<file path="config.mk">
export PLATFORM = sky130hd
export DESIGN_NAME = positional_array_list
export DESIGN_NICKNAME = d
export VERILOG_FILES = /design/src/pal_pkg.sv /design/src/pal_datapath.sv /design/src/pal_ctrl.sv /design/src/positional_array_list.sv
export SDC_FILE = /design/constraint.sdc
export NUM_CORES = 2
export LEC_CHECK = 0
export BUFFER_PORTS_ARGS = -buffer_cell sky130_fd_sc_hd__buf_4
export CAP_MARGIN = 20
export CORE_AREA = 2 2 847 427
export CTS_CLUSTER_DIAMETER = 200
export CTS_CLUSTER_SIZE = 20
export DETAILED_ROUTE_END_ITERATION = 8
export DIE_AREA = 0 0 849 429
export HOLD_SLACK_MARGIN = 0.05
export SLEW_MARGIN = 20
export SYNTH_ARGS = -nofsm -noshare
export SYNTH_HDL_FRONTEND = slang
export SYNTH_SLANG_ARGS = --single-unit
</file>
<file path="constraint.sdc">
create_clock -name clk -period 5.9 [get_ports clk]
set_clock_uncertainty 0.15 [all_clocks]
set_input_delay 1.18 -clock clk [delete_from_list [all_inputs] [get_ports clk]]
set_output_delay 1.18 -clock clk [all_outputs]
set_load 0.02 [all_outputs]
</file>
<file path="src/pal_pkg.sv">
`timescale 1ns / 1ps
`default_nettype none
// ----------------------------------------------------------------------------
// Positional array list package
// Sizes, request and status codes, controller states and the command and
// status bundles between the controller and the datapath.
// ----------------------------------------------------------------------------
package pal_pkg;

  localparam int CAPACITY = 64;
  localparam int ADDR_W   = $clog2(CAPACITY);
  localparam int CNT_W    = $clog2(CAPACITY + 1);
  localparam int POS_W    = 7;
  localparam int CMP_W    = (CNT_W > POS_W) ? CNT_W : POS_W;
  localparam int DATA_W   = 32;
  localparam int KIND_W   = 3;
  localparam int STAT_W   = 2;
  localparam int OCNT_W   = 7;

  localparam int IN_W     = ((POS_W + DATA_W + 7) / 8) * 8;
  localparam int OUT_RAW  = DATA_W + STAT_W + OCNT_W + 1;
  localparam int OUT_W    = ((OUT_RAW + 7) / 8) * 8;

  typedef enum logic [KIND_W-1:0] {
    KIND_GET    = 3'd0,
    KIND_SET    = 3'd1,
    KIND_INSERT = 3'd2,
    KIND_REMOVE = 3'd3,
    KIND_CLEAR  = 3'd4
  } kind_e_t;

  typedef enum logic [STAT_W-1:0] {
    ST_DONE  = 2'd0,
    ST_RANGE = 2'd1,
    ST_FULL  = 2'd2
  } status_e_t;

  typedef enum logic [2:0] {
    S_IDLE,
    S_DECODE,
    S_GET_WAIT,
    S_INS_RD,
    S_INS_WR,
    S_REM_RD,
    S_REM_WR,
    S_FINISH
  } state_t;

  typedef enum logic [1:0] {
    RD_POS,
    RD_IDX_M1,
    RD_IDX
  } rd_sel_t;

  typedef enum logic [1:0] {
    WR_POS_VAL,
    WR_IDX_RD,
    WR_IDX_M1_RD
  } wr_sel_t;

  typedef enum logic [2:0] {
    IDX_HOLD,
    IDX_CNT,
    IDX_POS_P1,
    IDX_DEC,
    IDX_INC
  } idx_op_t;

  typedef enum logic [1:0] {
    CNT_HOLD,
    CNT_INC,
    CNT_DEC,
    CNT_CLR
  } cnt_op_t;

  typedef struct packed {
    logic      load_item;
    logic      rd_en;
    rd_sel_t   rd_sel;
    logic      wr_en;
    wr_sel_t   wr_sel;
    idx_op_t   idx_op;
    cnt_op_t   cnt_op;
    logic      set_status;
    status_e_t status_code;
    logic      use_rd;
    logic      out_load;
  } pal_cmd_t;

  typedef struct packed {
    kind_e_t kind;
    logic    pos_below_cnt;
    logic    pos_upto_cnt;
    logic    full;
    logic    idx_above_pos;
    logic    idx_below_cnt;
    logic    out_free;
  } pal_stat_t;

endpackage
`default_nettype wire

</file>
<file path="src/pal_datapath.sv">
`timescale 1ns / 1ps
`default_nettype none
// ----------------------------------------------------------------------------
// Positional array list datapath
// Element memory, element count, item and result registers, and the
// address and compare logic driven by the controller commands.
// ----------------------------------------------------------------------------
module pal_datapath import pal_pkg::*; (
  input  wire logic               clk,
  input  wire logic               rst,
  input  wire logic               cfg_valid,
  input  wire logic [DATA_W-1:0]  cfg_data,
  input  wire logic [KIND_W-1:0]  s_tuser,
  input  wire logic [IN_W-1:0]    s_tdata,
  output      logic               m_tvalid,
  input  wire logic               m_tready,
  output      logic [OUT_W-1:0]   m_tdata,
  input  wire pal_cmd_t           cmd,
  output      pal_stat_t          stat
);

  logic [DATA_W-1:0] mem [CAPACITY];
  logic [DATA_W-1:0] rd_data;
  logic [DATA_W-1:0] empty_value;
  logic [CNT_W-1:0]  count;
  logic [CNT_W-1:0]  idx;
  logic [KIND_W-1:0] kind;
  logic [POS_W-1:0]  pos;
  logic [DATA_W-1:0] val;
  status_e_t         status;
  logic              use_rd;

  logic [CMP_W-1:0]  pos_ext;
  logic [CMP_W-1:0]  cnt_ext;
  logic [CMP_W-1:0]  idx_ext;
  logic [CNT_W-1:0]  idx_m1;
  logic [ADDR_W-1:0] rd_addr;
  logic [ADDR_W-1:0] wr_addr;
  logic [DATA_W-1:0] wr_data;
  logic [CNT_W-1:0]  idx_next;
  logic [CNT_W-1:0]  count_next;
  logic [OCNT_W-1:0] out_count;
  logic [DATA_W-1:0] out_value;

  assign pos_ext = CMP_W'(pos);
  assign cnt_ext = CMP_W'(count);
  assign idx_ext = CMP_W'(idx);
  assign idx_m1  = idx - CNT_W'(1);

  always_comb begin
    stat.kind          = kind_e_t'(kind);
    stat.pos_below_cnt = pos_ext < cnt_ext;
    stat.pos_upto_cnt  = pos_ext <= cnt_ext;
    stat.full          = count == CNT_W'(CAPACITY);
    stat.idx_above_pos = idx_ext > pos_ext;
    stat.idx_below_cnt = idx < count;
    stat.out_free      = !m_tvalid || m_tready;
  end

  always_comb begin
    case (cmd.rd_sel)
      RD_POS:    rd_addr = pos_ext[ADDR_W-1:0];
      RD_IDX_M1: rd_addr = idx_m1[ADDR_W-1:0];
      RD_IDX:    rd_addr = idx[ADDR_W-1:0];
      default:   rd_addr = idx[ADDR_W-1:0];
    endcase
  end

  always_comb begin
    case (cmd.wr_sel)
      WR_POS_VAL: begin
        wr_addr = pos_ext[ADDR_W-1:0];
        wr_data = val;
      end
      WR_IDX_RD: begin
        wr_addr = idx[ADDR_W-1:0];
        wr_data = rd_data;
      end
      WR_IDX_M1_RD: begin
        wr_addr = idx_m1[ADDR_W-1:0];
        wr_data = rd_data;
      end
      default: begin
        wr_addr = idx[ADDR_W-1:0];
        wr_data = rd_data;
      end
    endcase
  end

  always_ff @(posedge clk) begin
    if (cmd.wr_en) begin
      mem[wr_addr] <= wr_data;
    end
  end

  always_ff @(posedge clk) begin
    if (cmd.rd_en) begin
      rd_data <= mem[rd_addr];
    end
  end

  always_comb begin
    case (cmd.idx_op)
      IDX_HOLD:   idx_next = idx;
      IDX_CNT:    idx_next = count;
      IDX_POS_P1: idx_next = CNT_W'(pos_ext + CMP_W'(1));
      IDX_DEC:    idx_next = idx_m1;
      IDX_INC:    idx_next = idx + CNT_W'(1);
      default:    idx_next = idx;
    endcase
  end

  always_comb begin
    case (cmd.cnt_op)
      CNT_HOLD: count_next = count;
      CNT_INC:  count_next = count + CNT_W'(1);
      CNT_DEC:  count_next = count - CNT_W'(1);
      CNT_CLR:  count_next = '0;
      default:  count_next = count;
    endcase
  end

  always_ff @(posedge clk) begin
    idx <= idx_next;
    if (cmd.load_item) begin
      kind <= s_tuser;
      pos  <= s_tdata[POS_W-1:0];
      val  <= s_tdata[POS_W+DATA_W-1:POS_W];
    end
    if (cmd.set_status) begin
      status <= cmd.status_code;
      use_rd <= cmd.use_rd;
    end
  end

  always_ff @(posedge clk) begin
    if (rst) begin
      count       <= '0;
      empty_value <= '0;
    end else begin
      count <= count_next;
      if (cfg_valid) begin
        empty_value <= cfg_data;
      end
    end
  end

  assign out_count = cnt_ext[OCNT_W-1:0];
  assign out_value = use_rd ? rd_data : empty_value;

  always_ff @(posedge clk) begin
    if (rst) begin
      m_tvalid <= 1'b0;
    end else if (cmd.out_load) begin
      m_tvalid <= 1'b1;
    end else if (m_tready) begin
      m_tvalid <= 1'b0;
    end
  end

  always_ff @(posedge clk) begin
    if (cmd.out_load) begin
      m_tdata <= {(OUT_W - OUT_RAW)'(0), count == '0, out_count, status, out_value};
    end
  end

  a_count_bound: assert property (@(posedge clk) disable iff (rst)
    count <= CNT_W'(CAPACITY))
    else $error("element count above capacity");

  a_count_step: assert property (@(posedge clk) disable iff (rst)
    (count != $past(count)) |->
      (count == $past(count) + CNT_W'(1)) || (count == $past(count) - CNT_W'(1)) ||
      (count == '0))
    else $error("element count moved by more than one");

  a_no_overwrite: assert property (@(posedge clk) disable iff (rst)
    cmd.out_load |-> (!m_tvalid || m_tready))
    else $error("result loaded over a held item");

  a_read_in_list: assert property (@(posedge clk) disable iff (rst)
    (cmd.rd_en && cmd.rd_sel == RD_POS) |-> stat.pos_below_cnt)
    else $error("get read outside the list");

endmodule
`default_nettype wire

</file>
<file path="src/pal_ctrl.sv">
`timescale 1ns / 1ps
`default_nettype none
// ----------------------------------------------------------------------------
// Positional array list controller
// Sequences one request: decode, memory read, element shifting with one
// memory read and one write per entry, and the hand-off of the result to the output register.
// ----------------------------------------------------------------------------
module pal_ctrl import pal_pkg::*; (
  input  wire logic      clk,
  input  wire logic      rst,
  input  wire logic      s_tvalid,
  output      logic      s_tready,
  input  wire pal_stat_t stat,
  output      pal_cmd_t  cmd
);

  state_t state;
  state_t state_next;

  always_ff @(posedge clk) begin
    if (rst) begin
      state <= S_IDLE;
    end else begin
      state <= state_next;
    end
  end

  always_comb begin
    state_next = state;
    case (state)
      S_IDLE: begin
        if (s_tvalid) state_next = S_DECODE;
      end
      S_DECODE: begin
        case (stat.kind)
          KIND_GET:    state_next = stat.pos_below_cnt ? S_GET_WAIT : S_FINISH;
          KIND_INSERT: begin
            if (stat.pos_upto_cnt && !stat.full) state_next = S_INS_RD;
            else state_next = S_FINISH;
          end
          KIND_REMOVE: state_next = stat.pos_below_cnt ? S_REM_RD : S_FINISH;
          default:     state_next = S_FINISH;
        endcase
      end
      S_GET_WAIT: state_next = S_FINISH;
      S_INS_RD:   state_next = stat.idx_above_pos ? S_INS_WR : S_FINISH;
      S_INS_WR:   state_next = S_INS_RD;
      S_REM_RD:   state_next = stat.idx_below_cnt ? S_REM_WR : S_FINISH;
      S_REM_WR:   state_next = S_REM_RD;
      S_FINISH: begin
        if (stat.out_free) state_next = S_IDLE;
      end
      default: state_next = S_IDLE;
    endcase
  end

  always_comb begin
    s_tready        = 1'b0;
    cmd.load_item   = 1'b0;
    cmd.rd_en       = 1'b0;
    cmd.rd_sel      = RD_POS;
    cmd.wr_en       = 1'b0;
    cmd.wr_sel      = WR_POS_VAL;
    cmd.idx_op      = IDX_HOLD;
    cmd.cnt_op      = CNT_HOLD;
    cmd.set_status  = 1'b0;
    cmd.status_code = ST_DONE;
    cmd.use_rd      = 1'b0;
    cmd.out_load    = 1'b0;
    case (state)
      S_IDLE: begin
        s_tready      = 1'b1;
        cmd.load_item = s_tvalid;
      end
      S_DECODE: begin
        cmd.set_status = 1'b1;
        case (stat.kind)
          KIND_GET: begin
            if (stat.pos_below_cnt) begin
              cmd.rd_en  = 1'b1;
              cmd.use_rd = 1'b1;
            end else begin
              cmd.status_code = ST_RANGE;
            end
          end
          KIND_SET: begin
            if (stat.pos_below_cnt) cmd.wr_en = 1'b1;
            else cmd.status_code = ST_RANGE;
          end
          KIND_INSERT: begin
            if (!stat.pos_upto_cnt) cmd.status_code = ST_RANGE;
            else if (stat.full) cmd.status_code = ST_FULL;
            else cmd.idx_op = IDX_CNT;
          end
          KIND_REMOVE: begin
            if (stat.pos_below_cnt) cmd.idx_op = IDX_POS_P1;
            else cmd.status_code = ST_RANGE;
          end
          KIND_CLEAR: cmd.cnt_op = CNT_CLR;
          default: cmd.status_code = ST_DONE;
        endcase
      end
      S_INS_RD: begin
        if (stat.idx_above_pos) begin
          cmd.rd_en  = 1'b1;
          cmd.rd_sel = RD_IDX_M1;
        end else begin
          cmd.wr_en  = 1'b1;
          cmd.wr_sel = WR_POS_VAL;
          cmd.cnt_op = CNT_INC;
        end
      end
      S_INS_WR: begin
        cmd.wr_en  = 1'b1;
        cmd.wr_sel = WR_IDX_RD;
        cmd.idx_op = IDX_DEC;
      end
      S_REM_RD: begin
        if (stat.idx_below_cnt) begin
          cmd.rd_en  = 1'b1;
          cmd.rd_sel = RD_IDX;
        end else begin
          cmd.cnt_op = CNT_DEC;
        end
      end
      S_REM_WR: begin
        cmd.wr_en  = 1'b1;
        cmd.wr_sel = WR_IDX_M1_RD;
        cmd.idx_op = IDX_INC;
      end
      S_FINISH: cmd.out_load = stat.out_free;
      default: cmd.out_load = 1'b0;
    endcase
  end

  a_one_access: assert property (@(posedge clk) disable iff (rst)
    !(cmd.rd_en && cmd.wr_en))
    else $error("memory read and write in the same cycle");

  a_shift_pair: assert property (@(posedge clk) disable iff (rst)
    (state == S_INS_WR || state == S_REM_WR) |-> $past(cmd.rd_en))
    else $error("shift write without a preceding read");

endmodule
`default_nettype wire

</file>
<file path="src/positional_array_list.sv">
`timescale 1ns / 1ps
`default_nettype none
// ----------------------------------------------------------------------------
// Positional array list
// Ordered list of signed 32-bit elements with get, set, insert, remove and
// clear requests, each answered with one result item.
// ----------------------------------------------------------------------------
// Each request is decoded, then get reads its element, insert shifts the
// elements from count down to position up before writing the new one, and
// remove shifts the elements above position down; each moved element costs
// one memory read and one write on the single element RAM port pair.
// One item in work at a time; the next item is taken in the cycle after the
// result is loaded. Reset empties the list and clears empty_value to 0.
module positional_array_list import pal_pkg::*; (
  input  wire logic              clk,
  input  wire logic              rst,
  input  wire logic              cfg_valid,
  output      logic              cfg_ready,
  input  wire logic [DATA_W-1:0] cfg_data,    // empty_value
  input  wire logic              s_tvalid,
  output      logic              s_tready,
  input  wire logic [IN_W-1:0]   s_tdata,     // position[6:0], value[38:7]
  input  wire logic [KIND_W-1:0] s_tuser,     // kind[2:0]
  output      logic              m_tvalid,
  input  wire logic              m_tready,
  output      logic [OUT_W-1:0]  m_tdata      // read_value[31:0], status[33:32],
                                              // count[40:34], is_empty[41]
);

  pal_cmd_t  cmd;
  pal_stat_t stat;

  assign cfg_ready = 1'b1;

  pal_ctrl u_ctrl (
    .clk      (clk),
    .rst      (rst),
    .s_tvalid (s_tvalid),
    .s_tready (s_tready),
    .stat     (stat),
    .cmd      (cmd)
  );

  pal_datapath u_datapath (
    .clk       (clk),
    .rst       (rst),
    .cfg_valid (cfg_valid),
    .cfg_data  (cfg_data),
    .s_tuser   (s_tuser),
    .s_tdata   (s_tdata),
    .m_tvalid  (m_tvalid),
    .m_tready  (m_tready),
    .m_tdata   (m_tdata),
    .cmd       (cmd),
    .stat      (stat)
  );

endmodule
`default_nettype wire
</file>
==> results summary <==
The run finished with clean final reports. The first-pass GRT wire length is 375 mm. In this run the power density over the cells is 415 nW/µm². The number of standard cells after synthesis is 6512. By startpoint and endpoint, the worst setup path is classified as reg -> reg. The critical path endpoint category is a flop. By area, the combinational part of the netlist is dominated by simple AND/OR/NAND/NOR gates. The type of the tightest min-delay check is reg -> reg. The maximum operating frequency came out at 0.179 GHz. CTS placed an instance of sky130_fd_sc_hd__clkbuf_16 at the clock tree root. At the later pin of the worst-skew pair, clock insertion delay measures 0.83 ns. The per-instance average area after synthesis is 13.6 µm². During synthesis, Yosys emitted a total of 0 warnings. Counting flops with a built-in enable in the synthesized netlist gives 2174. The mux contribution to synthesized area is 3.80%.

The starting density of the core is 25.0%. The pin count of the biggest net entering global routing came out at 97. The core region is 356000 µm².

The cell area after synthesis came out at 88900 µm². The final wirelength is 263 mm. The worst hold path begins at u_datapath.status[1]. The DRC violation count after routing is 0. The simple-gate share of the synthesized area came out at 14.3%. In this run the post-CTS setup repair buffer count came out at 0. The clock period minus final worst setup slack is 5.57 ns.

The number of hold violations in the final report is 0. The number of buffers inserted during clock tree synthesis is 120. The number of hold buffers added after cts came out at 0.

The most critical setup path has its startpoint at u_datapath.pos[5]. In the global route stage, overall resource usage came out at 13.8%. The number of global-route vias before repair came to 52000. For this block, the initial DRC count from the detailed router was 7455. The number of nets with antenna violations after detailed routing came out at 0.

The relative slew slack came out at 25.2%. Setup repair after global routing left no endpoint under its margin. The proportion of register bits with asynchronous set or reset after synthesis came out at 0%. The data arrival time of the critical path is 5.99 ns. Dividing the detail-routed wire length by the instance count gives 22.8 µm. The sum of negative setup slack came out at 0 ns.

For the worst setup path, the data required time is 6.32 ns. The distinct cell type count of the synthesized netlist is 78. In this run the number of H-tree levels came out at 3. The leakage power total is 33.3 nW.

The worst IR drop on VDD is 292 µV. The number of placement rows came out at 155. The design area came out at 101000 µm². The horizontal extent of the die came out at 849 µm. The flip-flop and latch count after synthesis is 2217. The clock slew seen by the registers of the worst setup and hold paths came out at 0.09 ns.

The area added between synthesis and finish is 13.6%. The floorplan step set the die height to 429 µm. The detailed router placed 55400 vias in this run.

For the pin with the worst max-slew slack, the measured transition is 1.11 ns. Detailed placement finished with a half-perimeter wire length of 158 mm. The commonest non-fill, non-tap cell in the layout is sky130_fd_sc_hd__edfxtp_1. The initial antenna violation count was 15.

Of the total synthesized cell area, the portion taken by full adders, half adders and majority gates is 0.403%. For this run, the register share of the synthesized area comes to 74.4%. TritonCTS built the clock tree. The number of buffers between clock root and the deepest sink came out at 3. The cell area reported after detailed placement came out at 97700 µm². The number of stages on the worst hold path came out at 0. The final-report setup violation count is 0.

The maximum fanout along the worst path is 7. Counting cells, the worst reg-to-reg path comes to 14. The I/O pin total came out at 131. In the layout the commonest cells are sky130_fd_sc_hd__edfxtp_1, sky130_fd_sc_hd__nand2_1, sky130_fd_sc_hd__nand3_1. In the synthesized netlist the dominant register cell turns out to be sky130_fd_sc_hd__edfxtp_1. The fraction of final layout cells with drive strength greater than 1 is 12.4%. The final weighted congestion in routability-driven placement is 0.856. Clock tree synthesis found a total of 2217 sinks. The die area came out at 364000 µm².

The startpoint identified for the worst register-to-register timing path is u_datapath.pos[5]. The number of antenna diodes in the final layout is 0. The total grt overflow came out at 0. The synthesized netlist devotes 4.36% of its cell area to compound gates. In the final layout, the multi-input gates occupy 21200 µm². The number of slew-limit violations in the final report is 0. The part of the cycle the worst path needs came out at 94.5%. In this run, post-CTS repair resized a total of 0 instances. The first-pass iteration count of the detailed router came out at 6.

After the last flow step, the layout net total stands at 6814. The count of port buffers added during placement is 122. Of the total synthesized cell area, the portion taken by XOR and XNOR cells is 0.207%. The worst setup path is launched from a flop. The via count normalized by instance count came out at 4.80.

The filler cell count came out at 35900. The number of violations of the max-capacitance limit came out at 0. The area taken by flip-flops and latches came out at 66100 µm².
## critical path: stages, from the launching register on
cell and delay [ns]:
sky130_fd_sc_hd__edfxtp_1 0.58, sky130_fd_sc_hd__inv_1 0.08, sky130_fd_sc_hd__ha_1 0.33, sky130_fd_sc_hd__nand4_1 0.18, sky130_fd_sc_hd__a21oi_1 0.34, sky130_fd_sc_hd__o21ai_2 0.19
sky130_fd_sc_hd__o22ai_1 0.65, sky130_fd_sc_hd__o221a_2 0.38, sky130_fd_sc_hd__nand3_1 0.58, sky130_fd_sc_hd__o21ai_0 0.67, sky130_fd_sc_hd__buf_4 0.21, sky130_fd_sc_hd__a311o_1 0.41
sky130_fd_sc_hd__buf_4 0.20, sky130_fd_sc_hd__a21oi_1 0.05, sky130_fd_sc_hd__or3_1 0.32
## path summary, 6_finish.rpt
path,endpoint,slack [ns]
hold / removal,u_datapath.m_tdata[33],0.28
setup reg to reg,u_datapath.rd_data[30],0.33
setup / recovery,u_datapath.rd_data[30],0.33
hold reg to reg,u_datapath.m_tdata[33],0.28
## through the flow
stage                     setup WS [ns]  hold WS [ns]  power, mW  utilization [%]  std cells
after detailed placement          0.525         0.258       33.5             27.4      11400
after CTS                         0.476         0.271       42.0             28.3      11500
final                             0.326         0.275       41.9             28.3      11500
after global routing              0.222         0.287       43.4             28.3      11500
after global placement            0.526         0.254       33.3             27.4      11400
after floorplan                    1.47         0.250       27.4                -       6517
## per-layer routing
metal | GRT usage, % | vias to the layer above | wire, µm
met5 | 0 | - | 9
met4 | 4.60 | 2 | 9520
met3 | 1.99 | 398 | 22000
met2 | 22.3 | 2595 | 122000
met1 | 19.0 | 28100 | 109000
li1 | - | 24300 | -
## flip-flops by register name, indices dropped and copies added (netlist names)
signal / flops
u_datapath.mem: 2048
u_datapath.m_tdata: 42
u_datapath.empty_value: 32
u_datapath.rd_data: 32
u_datapath.val: 32
u_datapath.cnt_ext: 7
u_datapath.idx: 7
u_datapath.pos: 7
u_ctrl.state: 3
u_datapath.kind: 3
u_datapath.status: 2
u_datapath.m_tvalid: 1
u_datapath.use_rd: 1
## power by group
group,internal [mW],switching (mW),total (mW)
sequential,19.4,0.234,19.6
clock,3.75,4.94,8.69
combinational,3.84,9.77,13.6
total,27.0,14.9,41.9
## synthesized netlist by cell type (6+ instances only)
master	n	share of area, %
sky130_fd_sc_hd__a32oi_1	8	0.079
sky130_fd_sc_hd__clkbuf_1	104	0.44
sky130_fd_sc_hd__buf_4	48	0.41
sky130_fd_sc_hd__and3_1	58	0.41
sky130_fd_sc_hd__ha_1	27	0.38
sky130_fd_sc_hd__nand4_1	11	0.077
sky130_fd_sc_hd__or4_1	14	0.12
sky130_fd_sc_hd__mux4_2	52	1.3
sky130_fd_sc_hd__a22oi_1	20	0.17
sky130_fd_sc_hd__nand3_1	885	5.0
sky130_fd_sc_hd__a311oi_1	54	0.53
sky130_fd_sc_hd__edfxtp_1	2174	73
sky130_fd_sc_hd__o31ai_1	32	0.27
sky130_fd_sc_hd__nand2_1	1769	7.5
sky130_fd_sc_hd__mux2i_1	119	1.3
sky130_fd_sc_hd__o211ai_2	11	0.15
sky130_fd_sc_hd__xnor2_1	10	0.099
sky130_fd_sc_hd__o22ai_1	7	0.049
sky130_fd_sc_hd__buf_6	10	0.13
sky130_fd_sc_hd__nor2b_1	12	0.084
sky130_fd_sc_hd__dfxtp_1	43	0.97
sky130_fd_sc_hd__xor2_1	11	0.11
sky130_fd_sc_hd__mux2_2	69	0.87
sky130_fd_sc_hd__a211oi_1	11	0.093
sky130_fd_sc_hd__a21oi_1	272	1.5
sky130_fd_sc_hd__a22o_1	13	0.13
sky130_fd_sc_hd__o21ai_0	41	0.23
sky130_fd_sc_hd__a31oi_1	40	0.28
sky130_fd_sc_hd__a21o_1	6	0.051
sky130_fd_sc_hd__o21a_1	10	0.084
sky130_fd_sc_hd__buf_2	201	1.1
sky130_fd_sc_hd__nor3_1	31	0.17
sky130_fd_sc_hd__o211ai_1	6	0.051
sky130_fd_sc_hd__nor2_1	140	0.59
sky130_fd_sc_hd__nor4_1	31	0.22
sky130_fd_sc_hd__mux4_1	9	0.27
sky130_fd_sc_hd__inv_1	22	0.093
sky130_fd_sc_hd__buf_1	43	0.18
## final cells by class
class | instances | area share [%]
sequential | 2217 | 65.5
inverter | 22 | 0.0818
multi-input combinational | 3869 | 21.0
tap | 4788 | 5.94
clock inverter | 6 | 0.0843
timing repair buffer | 476 | 4.25
clock buffer | 160 | 3.14
## cells by family after synthesis
| family | after synthesis |
|---|---|
| mux | 249 |
| compound gates | 588 |
| simple gates | 2976 |
| flops | 2217 |
| fa+ha+maj | 28 |
| xor+xnor | 21 |
| buf+inv | 431 |
| other cells | 2 |
No activity file was read; power rests on OpenSTA's default activity.
